--- config.mk ---
export PLATFORM = sky130hd
export DESIGN_NAME = gcsl_front
export DESIGN_NICKNAME = d
export VERILOG_FILES = /design/src/design/gcsl_pkg.sv /design/src/design/gcsl_front.sv
export SDC_FILE = /design/constraint.sdc
export NUM_CORES = 1
export LEC_CHECK = 0
export ABC_AREA = 1
export BUFFER_PORTS_ARGS = -buffer_cell sky130_fd_sc_hd__buf_2
export CELL_PAD_IN_SITES_DETAIL_PLACEMENT = 1
export CELL_PAD_IN_SITES_GLOBAL_PLACEMENT = 2
export CORE_ASPECT_RATIO = 0.5
export CORE_MARGIN = 5
export CORE_UTILIZATION = 34
export CTS_CLUSTER_SIZE = 10
export DETAILED_ROUTE_END_ITERATION = 12
export GPL_TIMING_DRIVEN = 0
export PLACE_DENSITY = 0.85
export SYNTH_ARGS = -nofsm -noshare
export SYNTH_HDL_FRONTEND = slang
export SYNTH_SLANG_ARGS = --single-unit
--- constraint.sdc ---
create_clock -name clk -period 17.7 [get_ports clk]
set_clock_uncertainty 0.2 [all_clocks]
set_input_delay 0.885 -clock clk [delete_from_list [all_inputs] [get_ports clk]]
set_output_delay 0.885 -clock clk [all_outputs]
set_load 0.01 [all_outputs]
--- src/design/gcsl_pkg.sv ---
// shared types and codes for the grid component size labeler
// no dependencies
package gcsl_pkg;

    // configuration register width and register indexes (paddr bit 2)
    localparam int CFG_W = 7;
    localparam logic REG_ROWS = 1'b0;
    localparam logic REG_COLS = 1'b1;

    // request codes on req_type
    localparam logic REQ_LOAD = 1'b0;
    localparam logic REQ_READ = 1'b1;

    // payload widths on the ports
    localparam int IN_W  = 16;
    localparam int OUT_W = 16;

    // depth of the command queue between front and back
    localparam int CMDQ_DEPTH = 2;

    // command kinds handed from front to back
    typedef enum logic [1:0] {
        CMD_LOAD,
        CMD_LOAD_LABEL,
        CMD_LABEL,
        CMD_READ
    } cmd_kind_t;

    // neighbor directions, visited in this order
    typedef logic [1:0] dir_t;
    localparam dir_t DIR_DOWN  = 2'd0;
    localparam dir_t DIR_LEFT  = 2'd1;
    localparam dir_t DIR_UP    = 2'd2;
    localparam dir_t DIR_RIGHT = 2'd3;

    // back end sequencer states
    typedef enum logic [3:0] {
        B_IDLE,
        B_SCAN_RD,
        B_SCAN_EV,
        B_SCAN_ADV,
        B_POP,
        B_NBR,
        B_NEVAL,
        B_WB,
        B_DONE
    } back_state_t;

endpackage

--- src/design/gcsl_front.sv ---
// front end: config registers, request classification, load and read counters
// depends on gcsl_pkg
module gcsl_front import gcsl_pkg::*; #(
    parameter int MAX_ROWS   = 64,
    parameter int MAX_COLS   = 64,
    parameter int VALUE_BITS = 16,
    parameter int CMD_W      = 8
) (
    input  logic             clk,
    input  logic             rst_n,
    input  logic             start,
    output logic             busy,
    input  logic             req_type,
    input  logic [IN_W-1:0]  cell_value,
    input  logic             psel,
    input  logic             penable,
    input  logic             pwrite,
    input  logic [2:0]       paddr,
    input  logic [31:0]      pwdata,
    output logic [31:0]      prdata,
    output logic             pready,
    input  logic             q_full,
    output logic             q_push,
    output logic [CMD_W-1:0] q_din,
    input  logic             label_done
);

    localparam int MAX_CELLS = MAX_ROWS * MAX_COLS;
    localparam int AW  = $clog2(MAX_CELLS);
    localparam int NW  = $clog2(MAX_CELLS + 1);
    localparam int RNW = $clog2(MAX_ROWS + 1);
    localparam int CNW = $clog2(MAX_COLS + 1);

    logic [CFG_W-1:0] rows_cfg_reg, cols_cfg_reg;
    logic             cfg_wr;
    logic [RNW-1:0]   eff_rows;
    logic [CNW-1:0]   eff_cols;
    logic [NW-1:0]    total;

    logic [NW-1:0]    lc_reg, lc_next, rc_reg, rc_next;
    logic             done_reg, done_next;
    logic             pending_reg, pending_next;
    logic             accept;

    logic [NW-1:0]    lc_base, lc_after;
    logic             store;
    cmd_kind_t        kind;
    logic             last;
    logic [AW-1:0]    idx;

    // configuration port
    assign pready = 1'b1;
    assign cfg_wr = psel && penable && pwrite;

    always_ff @(posedge clk or negedge rst_n)
    begin
        if (!rst_n)
        begin
            rows_cfg_reg <= CFG_W'(64);
            cols_cfg_reg <= CFG_W'(64);
        end
        else if (cfg_wr)
        begin
            if (paddr[2] == REG_COLS)
            begin
                cols_cfg_reg <= pwdata[CFG_W-1:0];
            end
            else
            begin
                rows_cfg_reg <= pwdata[CFG_W-1:0];
            end
        end
    end

    assign prdata = (paddr[2] == REG_COLS) ? 32'(cols_cfg_reg) : 32'(rows_cfg_reg);

    // effective grid size, zero acts as one and large values clamp
    always_comb
    begin
        if (rows_cfg_reg == '0)
        begin
            eff_rows = RNW'(1);
        end
        else if (rows_cfg_reg > MAX_ROWS)
        begin
            eff_rows = RNW'(MAX_ROWS);
        end
        else
        begin
            eff_rows = RNW'(rows_cfg_reg);
        end
        if (cols_cfg_reg == '0)
        begin
            eff_cols = CNW'(1);
        end
        else if (cols_cfg_reg > MAX_COLS)
        begin
            eff_cols = CNW'(MAX_COLS);
        end
        else
        begin
            eff_cols = CNW'(cols_cfg_reg);
        end
    end

    assign total  = NW'(NW'(eff_rows) * NW'(eff_cols));
    assign busy   = q_full || pending_reg;
    assign accept = start && !busy;

    // classify the beat and advance the counters
    always_comb
    begin
        lc_next      = lc_reg;
        rc_next      = rc_reg;
        done_next    = done_reg;
        pending_next = pending_reg;
        q_push       = 1'b0;
        kind         = CMD_LOAD;
        last         = 1'b0;
        idx          = '0;
        lc_base      = done_reg ? '0 : lc_reg;
        store        = (lc_base < total);
        lc_after     = store ? lc_base + 1'b1 : lc_base;

        if (label_done)
        begin
            pending_next = 1'b0;
        end

        if (accept)
        begin
            if (req_type == REQ_LOAD)
            begin
                q_push = 1'b1;
                idx    = lc_base[AW-1:0];
                if (done_reg)
                begin
                    rc_next = '0;
                end
                lc_next = lc_after;
                if (lc_after >= total)
                begin
                    done_next    = 1'b1;
                    pending_next = 1'b1;
                    kind         = store ? CMD_LOAD_LABEL : CMD_LABEL;
                end
                else
                begin
                    done_next = 1'b0;
                    kind      = CMD_LOAD;
                end
            end
            else if (done_reg)
            begin
                q_push = 1'b1;
                kind   = CMD_READ;
                idx    = rc_reg[AW-1:0];
                last   = ((rc_reg + 1'b1) >= total);
                if (last)
                begin
                    done_next = 1'b0;
                    lc_next   = '0;
                    rc_next   = '0;
                end
                else
                begin
                    rc_next = rc_reg + 1'b1;
                end
            end
        end
    end

    always_ff @(posedge clk or negedge rst_n)
    begin
        if (!rst_n)
        begin
            lc_reg      <= '0;
            rc_reg      <= '0;
            done_reg    <= 1'b0;
            pending_reg <= 1'b0;
        end
        else
        begin
            lc_reg      <= lc_next;
            rc_reg      <= rc_next;
            done_reg    <= done_next;
            pending_reg <= pending_next;
        end
    end

    assign q_din = {kind, last, idx, VALUE_BITS'(cell_value), eff_rows, eff_cols};

endmodule

==> flow_summary_export.csv <==
group,metric,value,unit
status,outcome,"finished, final reports clean",
synth,synth_seq_cells,42,
sta,finalSetupViolCount,0,
worst_hold_path,min_from,"rows_cfg_reg[0]",
place,post-dp-hpwl,12500,um
synth,syn_area_per_cell,7.11,um2
global_route,antenna_found_initial,0,
worst_setup_path,arrival,8.03,ns
power_and_ir_drop,ir_worst_vdd,53.1,uV
clock_network,clk_path_buf_depth,2,
flow_run,max_cap_violations,0,
sta,finalHoldViolations,0,
clock_network,cts_hold_buf,0,
floorplanning,start_util,34.8,%
floorplanning,die_w,188,um
floorplanning,core,0.0155,mm2
synth,ys_warn_count,0,
cells_and_area,area_growth,12.1,%
worst_setup_path,critical_path_required,17.74,ns
place,gpl.final_weighted_congestion,0.839,
floorplanning,io_pins,103,
place,dpl-instance-area,0.00590,mm2
global_route,overflow,0,
clock_network,clk_pin_slew_worst_paths,0.07,ns
worst_hold_path,holdCritPathClass,"register to register",
worst_setup_path,worst_path_max_delay_cell,"fa_1",
worst_setup_path,crit_top_cell,"nand2_1",
synth,yosysUniqueCellTypes,45,
sta,slew_viol_final,0,
worst_setup_path,rrSetupSlack,9.71,ns
sta,min_period,7.99,ns
sta,slew_headroom,31.0,%
floorplanning,dieArea,0.0186,mm2
cells_and_area,drive_gt1_share,14.5,%
worst_setup_path,critPathMaxFanout,10,
synth,synth_area_leader_cell,"dfrtp_1",
sta,holdWs,0.285,ns
clock_network,clock-root-buffer,"clkbuf_16",
worst_setup_path,setup.worst_path.class,"register to register",
detailed_routing,viasPerCell,4.76,
synth,synth_top_area_share,18.6,%
detailed_routing,ant_nets,0,
clock_network,h-tree-depth,2,
sta,setup_ws,9.71,ns
cells_and_area,stdcell_area,0.00605,mm2
cells_and_area,diodes,0,
clock_network,post_cts_buffers,0,
detailed_routing,vias,4892,
sta,period_share,45.1,%
sta,finalSetupTns,0,ns
synth,synth_area_leaders,"dfrtp_1, ha_1, nand2_1",
worst_setup_path,critical_path.top_delay_family,"adder cells",
global_route,grt_pass1_wl,25400,um
worst_setup_path,r2r-start,"rows_cfg_reg[2]",
sta,rsz0062_at_grt,"no",
detailed_routing,drc,0,
clock_network,clkLatencyLatePin,0.30,ns
detailed_routing,drtIter0Drc,222,
global_route,grt_pass1_vias,5148,
worst_setup_path,cp-end-kind,"register",
synth,ys_seq_area_share,19.5,%
synth,synthesis.instances,758,
power_and_ir_drop,powerDensity,157,mW/mm2
place,dp_slack,9.74,ns
floorplanning,die_h,99.1,um
worst_setup_path,path_buf_inv,10,
worst_setup_path,start_kind,"register",
clock_network,cts_tree,"built",
detailed_routing,dr.pass1.iters,4,
global_route,track_usage,16.4,%
floorplanning,fp-row-count,32,
detailed_routing,routed_wl,14800,um
power_and_ir_drop,leakagePower,3.37,nW
synth,synth_area,0.00539,mm2
worst_setup_path,cp_slowest_stage_delay,0.57,ns
cells_and_area,layout_commonest_cell,"nand2_1",
detailed_routing,wl_per_cell,14.4,um
sta,worstMarginPinSlew,1.03,ns
sta,max_freq,125,MHz
cells_and_area,nets,971,
worst_setup_path,critPathLaunch,"rows_cfg_reg[2]",
clock_network,cts.sinks,42,
global_route,grt_max_degree,43,
clock_network,numCtsBuffers,5,
cells_and_area,final_cell_mix,"nand2_1, inv_1, nor2_1, ha_1, o21ai_0",
clock_network,ctsResizeCount,0,
place,io_buffers,33,
## metrics by stage
step / total power [mW] / utilization, % / std cells
6_report: 0.947 / 39.0 / 1027
4_1_cts: 0.960 / 39.0 / 1027
5_1_grt: 1.06 / 39.0 / 1027
2_1_floorplan: 0.680 / - / 782
3_3_place_gp: 0.830 / 38.1 / 1019
3_5_place_dp: 0.856 / 38.1 / 1019
## cell usage after synthesis, drive strengths merged
cell type,instances
inv,142
o21a,1
o31ai,4
nor4,3
clkbuf,9
nand4,14
nand3b,1
fa,23
and3,2
xor2,22
o21ai,50
conb,2
nor2,89
o221ai,1
a21o,1
dfrtp,40
buf,30
o22ai,12
a21oi,22
dfstp,2
a31oi,2
nand3,41
nor3,6
xnor2,1
nand2,168
clkinv,2
ha,66
or2,2
## worst paths after layout
kind / endpoint / cells past startpoint
max: pending_reg / 45
min: rows_cfg_reg[0] / 2
max reg2reg: pending_reg / 45
min reg2reg: rows_cfg_reg[0] / 2
max in group asynchronous: rows_cfg_reg[4] / 1
min in group asynchronous: rc_reg[12] / 1
## layout make-up
type	instances	area, um2
Fill cell	2005	9450
Multi-Input combinational cell	557	3610
Buffer	39	270
Sequential cell	42	1050
Clock inverter	2	13.8
Timing Repair Buffer	33	165
Inverter	144	547
Tap cell	204	255
Clock buffer	6	129
## worst register-to-register path: cells and delay by family, from the launching register on
kind | cells | cell delay [ns]
adder cells (fa/ha/maj) | 7 | 3.02
AND/OR/NAND/NOR | 23 | 2.32
buffers and inverters | 10 | 0.84
AO/OA/AOI/OAI | 4 | 0.74
XOR/XNOR | 1 | 0.42
flip-flops | 1 | 0.38
## cells by family after synthesis
family	Yosys count	synth area share [%]
AO/OA/AOI/OAI	93	11.0
XOR/XNOR	23	3.74
adder cells (fa/ha/maj)	89	23.9
buffers and inverters	183	15.2
flip-flops	42	19.5
other	2	0.139
AND/OR/NAND/NOR	326	26.6
## layer usage
| metal | wire length (um) | track usage, % | vias up |
|---|---|---|---|
| met5 | 0 | 0 | - |
| met4 | 107 | 2.42 | 0 |
| met3 | 464 | 2.87 | 9 |
| met2 | 7260 | 30.5 | 64 |
| met1 | 6930 | 20.4 | 2341 |
| li1 | - | - | 2478 |
## report_power, final
part           switching, mW  internal (mW)  total [mW]
Combinational          0.449          0.258       0.707
Sequential            0.0177          0.127       0.144
Clock                 0.0440         0.0526      0.0965
Total                  0.510          0.437       0.947
No activity file was read; power rests on OpenSTA's default activity.
