**config.mk**
```make
export PLATFORM = sky130hd
export DESIGN_NAME = gcsl_cmd_queue
export DESIGN_NICKNAME = d
export VERILOG_FILES = /design/src/design/gcsl_cmd_queue.sv
export SDC_FILE = /design/constraint.sdc
export NUM_CORES = 1
export LEC_CHECK = 0
export BUFFER_PORTS_ARGS = -buffer_cell sky130_fd_sc_hd__buf_2
export CAP_MARGIN = 20
export CORE_MARGIN = 5
export CORE_UTILIZATION = 48
export DETAILED_ROUTE_END_ITERATION = 8
export PLACE_DENSITY = 0.73
export REMOVE_ABC_BUFFERS = 1
export SYNTH_ARGS = -nofsm -noshare
export SYNTH_HDL_FRONTEND = slang
export SYNTH_SLANG_ARGS = --single-unit
```
**constraint.sdc**
```tcl
create_clock -name clk -period 1.81 [get_ports clk]
set_input_delay 0.0905 -clock clk [delete_from_list [all_inputs] [get_ports clk]]
set_output_delay 0.0905 -clock clk [all_outputs]
set_load 0.05 [all_outputs]
```
**src/design/gcsl_cmd_queue.sv**
```systemverilog
// short command queue between front and back
// no dependencies
module gcsl_cmd_queue #(
    parameter int WIDTH = 8,
    parameter int DEPTH = 2
) (
    input  logic             clk,
    input  logic             rst_n,
    input  logic             push,
    input  logic [WIDTH-1:0] din,
    input  logic             pop,
    output logic [WIDTH-1:0] dout,
    output logic             empty,
    output logic             full
);

    localparam int PW = (DEPTH > 1) ? $clog2(DEPTH) : 1;
    localparam int CNTW = $clog2(DEPTH + 1);

    logic [WIDTH-1:0] mem_reg [DEPTH];
    logic [PW-1:0]    wr_ptr_reg, wr_ptr_next;
    logic [PW-1:0]    rd_ptr_reg, rd_ptr_next;
    logic [CNTW-1:0]  count_reg, count_next;
    logic             do_push, do_pop;

    assign empty   = (count_reg == '0);
    assign full    = (count_reg == CNTW'(DEPTH));
    assign do_push = push && !full;
    assign do_pop  = pop && !empty;
    assign dout    = mem_reg[rd_ptr_reg];

    // pointer and count update
    always_comb
    begin
        wr_ptr_next = wr_ptr_reg;
        rd_ptr_next = rd_ptr_reg;
        count_next  = count_reg;
        if (do_push)
        begin
            wr_ptr_next = (wr_ptr_reg == PW'(DEPTH - 1)) ? '0 : wr_ptr_reg + 1'b1;
        end
        if (do_pop)
        begin
            rd_ptr_next = (rd_ptr_reg == PW'(DEPTH - 1)) ? '0 : rd_ptr_reg + 1'b1;
        end
        if (do_push && !do_pop)
        begin
            count_next = count_reg + 1'b1;
        end
        else if (do_pop && !do_push)
        begin
            count_next = count_reg - 1'b1;
        end
    end

    always_ff @(posedge clk or negedge rst_n)
    begin
        if (!rst_n)
        begin
            wr_ptr_reg <= '0;
            rd_ptr_reg <= '0;
            count_reg  <= '0;
        end
        else
        begin
            wr_ptr_reg <= wr_ptr_next;
            rd_ptr_reg <= rd_ptr_next;
            count_reg  <= count_next;
        end
    end

    // entry storage
    always_ff @(posedge clk)
    begin
        if (do_push)
        begin
            mem_reg[wr_ptr_reg] <= din;
        end
    end

endmodule

```
==> results of run 1 <==
worst max-delay path: cells and delay by family, from the launching register on:
family | cells | cell delay, ns
flip-flops | 1 | 0.61
multiplexers | 1 | 0.38
buffers and inverters | 1 | 0.21
worst min-delay path by stage:
stage | from | to | slack, ns | cells past startpoint
detailed placement | rst_n | count_reg[1] | -0.1 | 1
floorplan | rst_n | count_reg[0] | -0.21 | 0
CTS | push | wr_ptr_reg | 0.05 | 3
global route | push | wr_ptr_reg | 0.05 | 3
finish | push | wr_ptr_reg | 0.06 | 3
global placement | rst_n | count_reg[0] | -0.10 | 1
area by class of cell:
type,count,area share
Clock buffer,3,0.0214
Clock inverter,1,0.0285
Inverter,2,0.00713
Multi-Input combinational cell,21,0.172
Sequential cell,20,0.552
Tap cell,16,0.0190
Timing Repair Buffer,32,0.200
per-stage QoR:
step,std cells,util,hold slack [ns]
2_1_floorplan,43,-,-0.205
3_5_place_dp,82,0.597,-0.0994
4_1_cts,95,0.690,0.0484
5_1_grt,95,0.690,0.0528
6_report,95,0.690,0.0584
3_3_place_gp,82,0.597,-0.101
layout by cell type (no fill, tap or decap), drive strengths merged:
cell,instances
nand2b,1
xnor2,3
buf,23
bufinv,1
mux2,8
nand2,1
clkbuf,3
edfxtp,16
xor2,2
dfrtp,4
o21ai,1
nor2,3
ha,1
inv,2
dlygate4sd3,9
and3,1
cells by family (layout without fill, tap and decap cells):
| family | Yosys count | in the layout | synth area share |
|---|---|---|---|
| fa+ha+maj | 1 | 1 | 0.0162 |
| xor+xnor | 5 | 5 | 0.0566 |
| mux | 8 | 8 | 0.116 |
| flops | 20 | 20 | 0.750 |
| buf+inv | 3 | 38 | 0.0162 |
| compound gates | 1 | 1 | 0.00646 |
| simple gates | 6 | 6 | 0.0388 |
timing repair:
| item | in CTS | in global routing |
|---|---|---|
| setup endpoints to repair | 0 | 0 |
| hold buffers | 9 | 0 |
| resized for setup | 0 | 0 |
| endpoints found under the hold margin | 20 | 0 |
power by group:
| group | leakage [nW] | switching, W | internal, W | total (W) |
|---|---|---|---|---|
| clock network | 0.0279 | 0.000130 | 0.000224 | 0.000354 |
| registers | 0.195 | 0.000101 | 0.000643 | 0.000743 |
| logic | 0.221 | 0.000546 | 0.000255 | 0.000801 |
layer usage:
metal / share of wire / GRT usage / vias to the layer above
li1: - / - / 226
met1: 0.40 / 0.136 / 222
met2: 0.50 / 0.188 / 15
met3: 0.071 / 0.0473 / 4
met4: 0.027 / 0.0786 / 0
met5: 0 / 0 / -
==> impl.org, run 1 <==
** Status
- The run finished with clean final reports.

** Worst setup path
- Data on the critical path is required at its endpoint by 1.72 ns.
- The worst setup path is captured at an output pin.
- The critical path is of the register to output pin type.
- Of all nets on the critical path, the largest fanout is 9.
- The worst register-to-register path begins at count_reg[0].
- Largest stage delay, worst path :: 0.61 ns
- Setup crit start kind :: register
- The signal on the critical path passes through mux2_2, buf_2.
- Cell at the slowest stage of the critical path :: dfrtp_1
- Setup slack of the most critical reg-to-reg path :: 0.32 ns
- First element of the critical path :: rd_ptr_reg
- Worst R2R Path Depth :: 6
- In this run the worst setup path terminates at dout[7].
- For the worst setup path, the data arrival time is 1.49 ns.
- In this run the critical register-to-register path is captured at count_reg[1].

** Layout
- In the final design database the tool counted 93 nets.
- Number of inserted filler cells in the final layout :: between 100 and 150
- Of the cells placed in the final design, the portion with a size suffix greater than 1 is 0.367.
- Final design instance area without fill :: 1050 um^2
- Antenna diode count :: 0
- Max reg flops :: 16
- FF/Latch Area :: 581 um^2
- Synthesis-to-layout area growth :: 35.9%
- Area used by multi-input combinational logic :: 181 um^2

** Timing
- Post-route worst setup slack :: between 0.2 and 0.25 ns
- Actual transition at the worst max-transition pin :: 0.416 ns
- Setup-failing EPs final :: 0
- Slew Limit Fails :: 0
- Setup repair after global routing left no endpoint under its margin.
- The smallest clock period supported by the final layout is computed as 1.59 ns.
- In this run the tightest slew margin relative to its limit is 0.723.
- Of the available clock period, the critical path in the final layout requires 0.876.
- Final-report hold violation count :: 0
- Clock Skew :: 0.00474 ns
- Accumulated negative setup slack :: 0 ns
- Based on the critical path, the design can be clocked at up to about 630 MHz.

** Clock network
- Number of CTS-inserted buffers :: 3
- Source-to-sink clock delay at the later pin of the worst-skew pair :: 0.30 ns
- TritonCTS clock tree :: built
- The tree is rooted in a clkbuf_4.
- Post-CTS Setup Repair Bufs :: 0
- Maximum buffer depth of the clock tree :: 2
- In this run the number of H-tree levels came out at 1.
- Clock-pin slew on the worst setup and hold paths :: 0.11 ns
- TritonCTS Sinks :: 20

** Route
- The final layout contains routed wiring with a total length of 1250 um.
- After detailed routing, the average wire length per cell comes to approximately 13 um.
- After detailed routing, the number of remaining DRC violations is 0.
- After detailed routing, the number of vias per cell comes to 4.92.
- The final route contains 467 vias.
- Detailed Routing Iterations Pass 1 :: 2
- After the first detailed-routing iteration, the DRC count stood at 5.
- Once detail routing completed, the nets flagged for antenna violations numbered 0.

** Die
- From bottom edge to top edge, the die measures 50.2 um.
- Starting density of the core :: 0.508
- Die X-Extent :: between 50 and 60 um
- After floorplanning, the core was sized to cover around 1500 um^2.
- In this run the count of I/O pins placed on the die edge is 22.
- Full die area :: approximately 2500 um^2
- The floorplan has 14 rows.

** Global route
- Global-route congestion overflow total :: 0
- Entering global routing, the biggest net connects 13 pins.
- Number of global-route vias before repair :: ~480
- The first global-routing pass estimated between 2000 and 2500 um of wire.
- The number of antenna violations at the first check in global routing was 0.
- For this run, the total global-route usage over all layers was measured as 0.121.

** Synth
- Synth area leaders :: edfxtp_1 62%, dfrtp_1 13%, mux2_1 10%
- Share of synthesized registers carrying an async set or reset :: 0.200
- Top cells by instance count after synthesis :: 16 x edfxtp_1, 7 x mux2_1, 4 x dfrtp_1, 3 x nor2_1, 3 x xnor2_1
- Synth warnings :: 0
- edfxtp_1 takes more of the synthesized area than any other cell.
- For this run, the register share of the synthesized area comes to 0.750.
- Synth cell types :: 14
- Dividing the synthesized area by the synthesized cell count gives 17.6 um^2.
- The share of synthesized area in the top cell type comes to 0.620.
- The synthesized netlist occupies a cell area of 774 um^2.
- The synthesized design contains 16 enable-type register cells.
- In the synthesized netlist the dominant register cell turns out to be edfxtp_1.
- Post-synthesis cell count :: between 40 and 50
- The most common cell in the synthesized netlist is edfxtp_1.
- Count of state elements after synthesis :: 20

** Pwr
- Maximum ir drop on the vdd rail :: 1130 uV
- Summed over all cells, the static leakage comes to 0.444 nW.
- Power spread over the standard cell area amounts to 1800 nW/um^2.
- Overall power consumption after layout is estimated at between 0.0015 and 0.002 W.

** Flow run
- Max-cap violations in this run came to 0.

** Place
- Setup slack after placement :: 0.347 ns
- DP HPWL :: 895 um
- Final weighted congestion in routability-driven placement :: 0.649
- Buffers placed on the I/O ports in this run total 21.
- Summing all placed instances gives a cell area of ~900 um^2.

** Hold path
- Type of the worst min-delay path :: primary input to register
Note: power is estimated with default switching activity, not from simulation.
==> run 2, diff against run 1 <==
--- a/config.mk
+++ b/config.mk
@@ -5,12 +5,14 @@
 export SDC_FILE = /design/constraint.sdc
 export NUM_CORES = 1
 export LEC_CHECK = 0
+export ABC_AREA = 1
 export BUFFER_PORTS_ARGS = -buffer_cell sky130_fd_sc_hd__buf_2
 export CAP_MARGIN = 20
 export CORE_MARGIN = 5
-export CORE_UTILIZATION = 48
+export CORE_UTILIZATION = 49
 export DETAILED_ROUTE_END_ITERATION = 8
 export PLACE_DENSITY = 0.73
+export RECOVER_POWER = 50
 export REMOVE_ABC_BUFFERS = 1
 export SYNTH_ARGS = -nofsm -noshare
 export SYNTH_HDL_FRONTEND = slang
==> run 2 against run 1 <==
Largest power group unchanged. Cell count increased by 29%. Worst hold slack got worse by 0.0050 ns. Area after synthesis increased by 7.1%.
==> impl.org, run 2 <==
** Route
- Via count of the routed design :: 606 (+30%)
- Detailed Route Iter0 Violations :: 9 (+4)
- Avg Vias per Cell :: 4.93 (+0.22%)
- The detailed-route wire length came to 1480 um (+19%).
- Detailed Routing Iterations Pass 1 :: 4 (+2)
- Number of remaining DRC errors :: 0 (unchanged)
- Number of routed nets with antenna violations :: 0 (unchanged)
- Average routed wire per standard cell :: 12.0 um (-8.4%)

** Die
- I/O pin count :: 22 (unchanged)
- Starting density of the core :: 0.532 (+0.0239)
- The area enclosed by the die boundary is 2620 um^2 (+3.9%).
- Vertical die dimension :: 51.1 um (+1.9%)
- The die boundary width came to 51.1 um (+1.9%).
- The placeable core area was 1560 um^2 (+2.3%).
- Total number of placement rows :: 14 (unchanged)

** Layout
- FF/Latch Area :: 581 um^2 (unchanged)
- Synthesis-to-layout area growth :: 27.8%
- Share of post-route cells with drive strength above 1 :: 0.206 (-0.161)
- Leading cell type in the layout, fill and taps excluded :: nand2_1
- Final layout net count :: 121 (+30%)
- The number of diodes added for antenna fixing was 0 (unchanged).
- The area occupied by multi-input gates is 211 um^2 (+17%).
- Number of inserted filler cells in the final layout :: 119 (+8.2%)
- Layout Cells excl Fill :: 123 (+29%)
- The library cells used most frequently in the layout, excluding fill and tap cells, are 32 x nand2_1, 16 x edfxtp_1, 15 x buf_2.
- Max reg flops :: 16 (unchanged)

** Synth
- The sequential-to-total area share from yosys stat came to 0.700 (-0.0497).
- The number of storage elements in the synthesis netlist was 20 (unchanged).
- Synth Flop Type :: edfxtp_1
- Among all cell types in the netlist, the one instantiated most often is nand2_1.
- Synth cell types :: 16 (+2)
- The proportion of synthesized flip-flops having asynchronous set or reset was 0.200 (unchanged).
- The top cell type's share of synthesized area was 0.579 (-0.0412).
- Yosys top cell by area :: edfxtp_1
- Number of enable flip-flop cells after synthesis :: 16 (unchanged)
- Area of the mapped netlist :: 830 um^2 (+7.1%)
- The yosys synthesis warning count was 0 (unchanged).
- Top cells by instance count after synthesis :: 32 x nand2_1, 16 x edfxtp_1, 6 x inv_1, 4 x dfrtp_1
- Synth area leaders :: edfxtp_1 58%, nand2_1 14%, dfrtp_1 12%
- The average cell area after synthesis is 11.4 um^2 (-35%).
- The number of standard cells after synthesis was 73 (+66%).

** Worst setup path
- Worst R2R Path Depth :: 4 (-2)
- Endpoint type of the worst setup path :: output pin
- Tracing the worst setup path back leads to its startpoint at rd_ptr_reg.
- The count of cell instances traversed by the critical path came to 4 (+2).
- Combined buffer and inverter count along the critical path :: 2 (+1)
- Setup crit start kind :: register
- Signal arrival time at the worst endpoint :: 1.46 ns (-0.03 ns)
- Crit-path cells :: inv_2, nand2_1, nand2_1, buf_2
- The delay of the slowest cell on the worst path came to 0.52 ns (-0.09 ns).
- Worst r2r dst :: mem_reg[1][6]
- The endpoint required time on the critical path is 1.72 ns (about the same).
- The startpoint identified for the worst register-to-register timing path is count_reg[1].
- End of the critical path :: dout[6]
- Most prevalent standard cell on the critical path :: nand2_1
- The slowest stage of the critical path belongs to the cell dfrtp_1.
- CP top delay family :: flip-flops
- Setup slack of the most critical reg-to-reg path :: 0.35 ns (+0.03 ns)
- The critical path in this run is classified as register to output pin.
- Crit Path Max Fanout :: 10 (+1)

** Timing
- The peak clock frequency supported by timing is 647 MHz (+2.5%).
- Slew Limit Fails :: 0 (unchanged)
- Setup repair after global routing left no endpoint under its margin.
- The number of hold-slack violations in the final timing report came to 0 (unchanged).
- The share of the clock period used by the worst path came to 0.855 (-0.0211).
- The final setup TNS is 0 ns (unchanged).
- The final-report setup violation count came to 0 (unchanged).
- Worst slew margin :: 0.708 (-0.0143)
- The setup skew after layout is 0.00745 ns (+0.00271 ns).
- Actual transition at the worst max-transition pin :: 0.438 ns (+0.0215 ns)
- The shortest clock period the worst path allows after layout is 1.55 ns (-0.0383 ns).

** Global route
- The total global routing overflow is 0 (unchanged).
- The total routing resource utilization after global routing is 0.127 (+0.00638).
- First-pass GRT wire length :: 2420 um (+11%)
- Number of antenna violations at the first check in global routing :: 0 (unchanged)
- Largest net degree at the start of global routing :: 12 (-1)
- The number of global-route vias before repair was 554 (+16%).

** Pwr
- The combinational power share was 0.503 (+0.081).
- Net switching power of the design :: 0.000923 W (+19%)
- Maximum ir drop on the vdd rail :: 899 uV (-20%)
- Standby leakage power :: 0.496 nW (+12%)
- The internal power is 0.000960 W (-14%).
- The total power after layout is 0.00188 W (-0.80%).
- Clock network fraction of design power :: 0.111 (-0.076)
- The power density relative to cell area came to 1780 nW/um^2 (-1.5%).
- The fraction of power consumed by sequential logic is 0.386 (-0.006).
- The fraction of power spent switching nets came to 0.490 (+0.0811).

** Clock network
- Maximum buffer depth of the clock tree :: 2 (unchanged)
- Cts repair resizes :: 0 (unchanged)
- The later-pin clock latency in the skew report is 0.29 ns (about the same).
- The number of buffers created by CTS came to 3 (unchanged).
- The H-tree depth is 1 (unchanged).
- TritonCTS clock tree :: built
- The clock sink total came to 20 (unchanged).
- The tree is rooted in a clkbuf_4.
- The clock input transition at the sequential cells of the worst setup and hold paths was 0.10 ns (about the same).

** Status
- Status :: finished, final reports clean

** Place
- The placed instance count was 110 (+34%).
- DP HPWL :: 1040 um (+16%)
- The placer congestion estimate was 0.683 (+5.3%).
- The total of buffers placed on input and output ports came to 21 (unchanged).

** Hold path
- Type of the worst min-delay path :: primary input to register

** Flow run
- The count of max-cap constraint violations was 0 (unchanged).
==> run 2: changes by cell type after synthesis, sizes merged, moves of 2 or more <==
cell	delta
xnor2	-2
mux2	-8
xor2	-2
nand2	+32
inv	+6
==> run 2: how the worst min path moves through the flow <==
stage | from | to | slack [ns] | depth (start not counted)
5_1_grt | pop | rd_ptr_reg | 0.04 | 3
4_1_cts | pop | rd_ptr_reg | 0.05 | 3
3_5_place_dp | rst_n | count_reg[0] | -0.1 | 1
2_1_floorplan | rst_n | count_reg[0] | -0.21 | 0
3_3_place_gp | rst_n | count_reg[0] | -0.1 | 1
6_report | pop | rd_ptr_reg | 0.05 | 3
==> run 2: logic make-up (layout without fill, tap and decap cells) <==
family,count (synthesis),count (layout),synth area share
simple gates,40,40,0.220
flops,20,20,0.700
buf+inv,9,43,0.0422
compound gates,2,2,0.0121
fa+ha+maj,1,1,0.0151
xor+xnor,1,1,0.0106
==> run 2: timing repair <==
| item | in CTS | in global routing |
|---|---|---|
| hold buffers | 9 | 0 |
| buffers inserted | 0 | 0 |
| hold endpoints to repair | 20 | 0 |
==> run 2: layout make-up <==
| cell class | instances | area share |
|---|---|---|
| sequential | 20 | 0.548 |
| multi-input combinational | 44 | 0.200 |
| timing repair buffer | 31 | 0.181 |
| inverter | 8 | 0.0283 |
| clock buffer | 4 | 0.0248 |
| tap | 16 | 0.0189 |
==> run 2: power by group through the flow <==
stage	sequential, W	combinational [W]	clock (W)
after floorplan	0.000719	0.000743	0
after global placement	0.000738	0.000927	0
after detailed placement	0.000742	0.000955	0
after CTS	0.000731	0.000972	0.000215
after global routing	0.000745	0.00102	0.000240
final	0.000727	0.000948	0.000208
==> run 2: worst min-delay path: stages <==
cell,delay [ns]
buf_2,0.12
nand3b_4,0.06
nand2_1,0.04
==> run 2: through the flow <==
stage	cell area [um^2]	setup WS, ns	utilization	hold slack (ns)
floorplan	825	0.130	-	-0.205
global placement	957	0.479	0.614	-0.0960
detailed placement	957	0.436	0.614	-0.0975
CTS	1070	0.258	0.689	0.0456
global route	1060	0.148	0.680	0.0442
finish	1060	0.263	0.680	0.0534
==> run 2: metal layers <==
layer  vias up  share of wire  GRT usage
met2        18           0.50      0.208
li1        305              -          -
met3         2          0.053     0.0349
met4         0         0.0088     0.0538
met1       281           0.43      0.158
met5         -              0          0
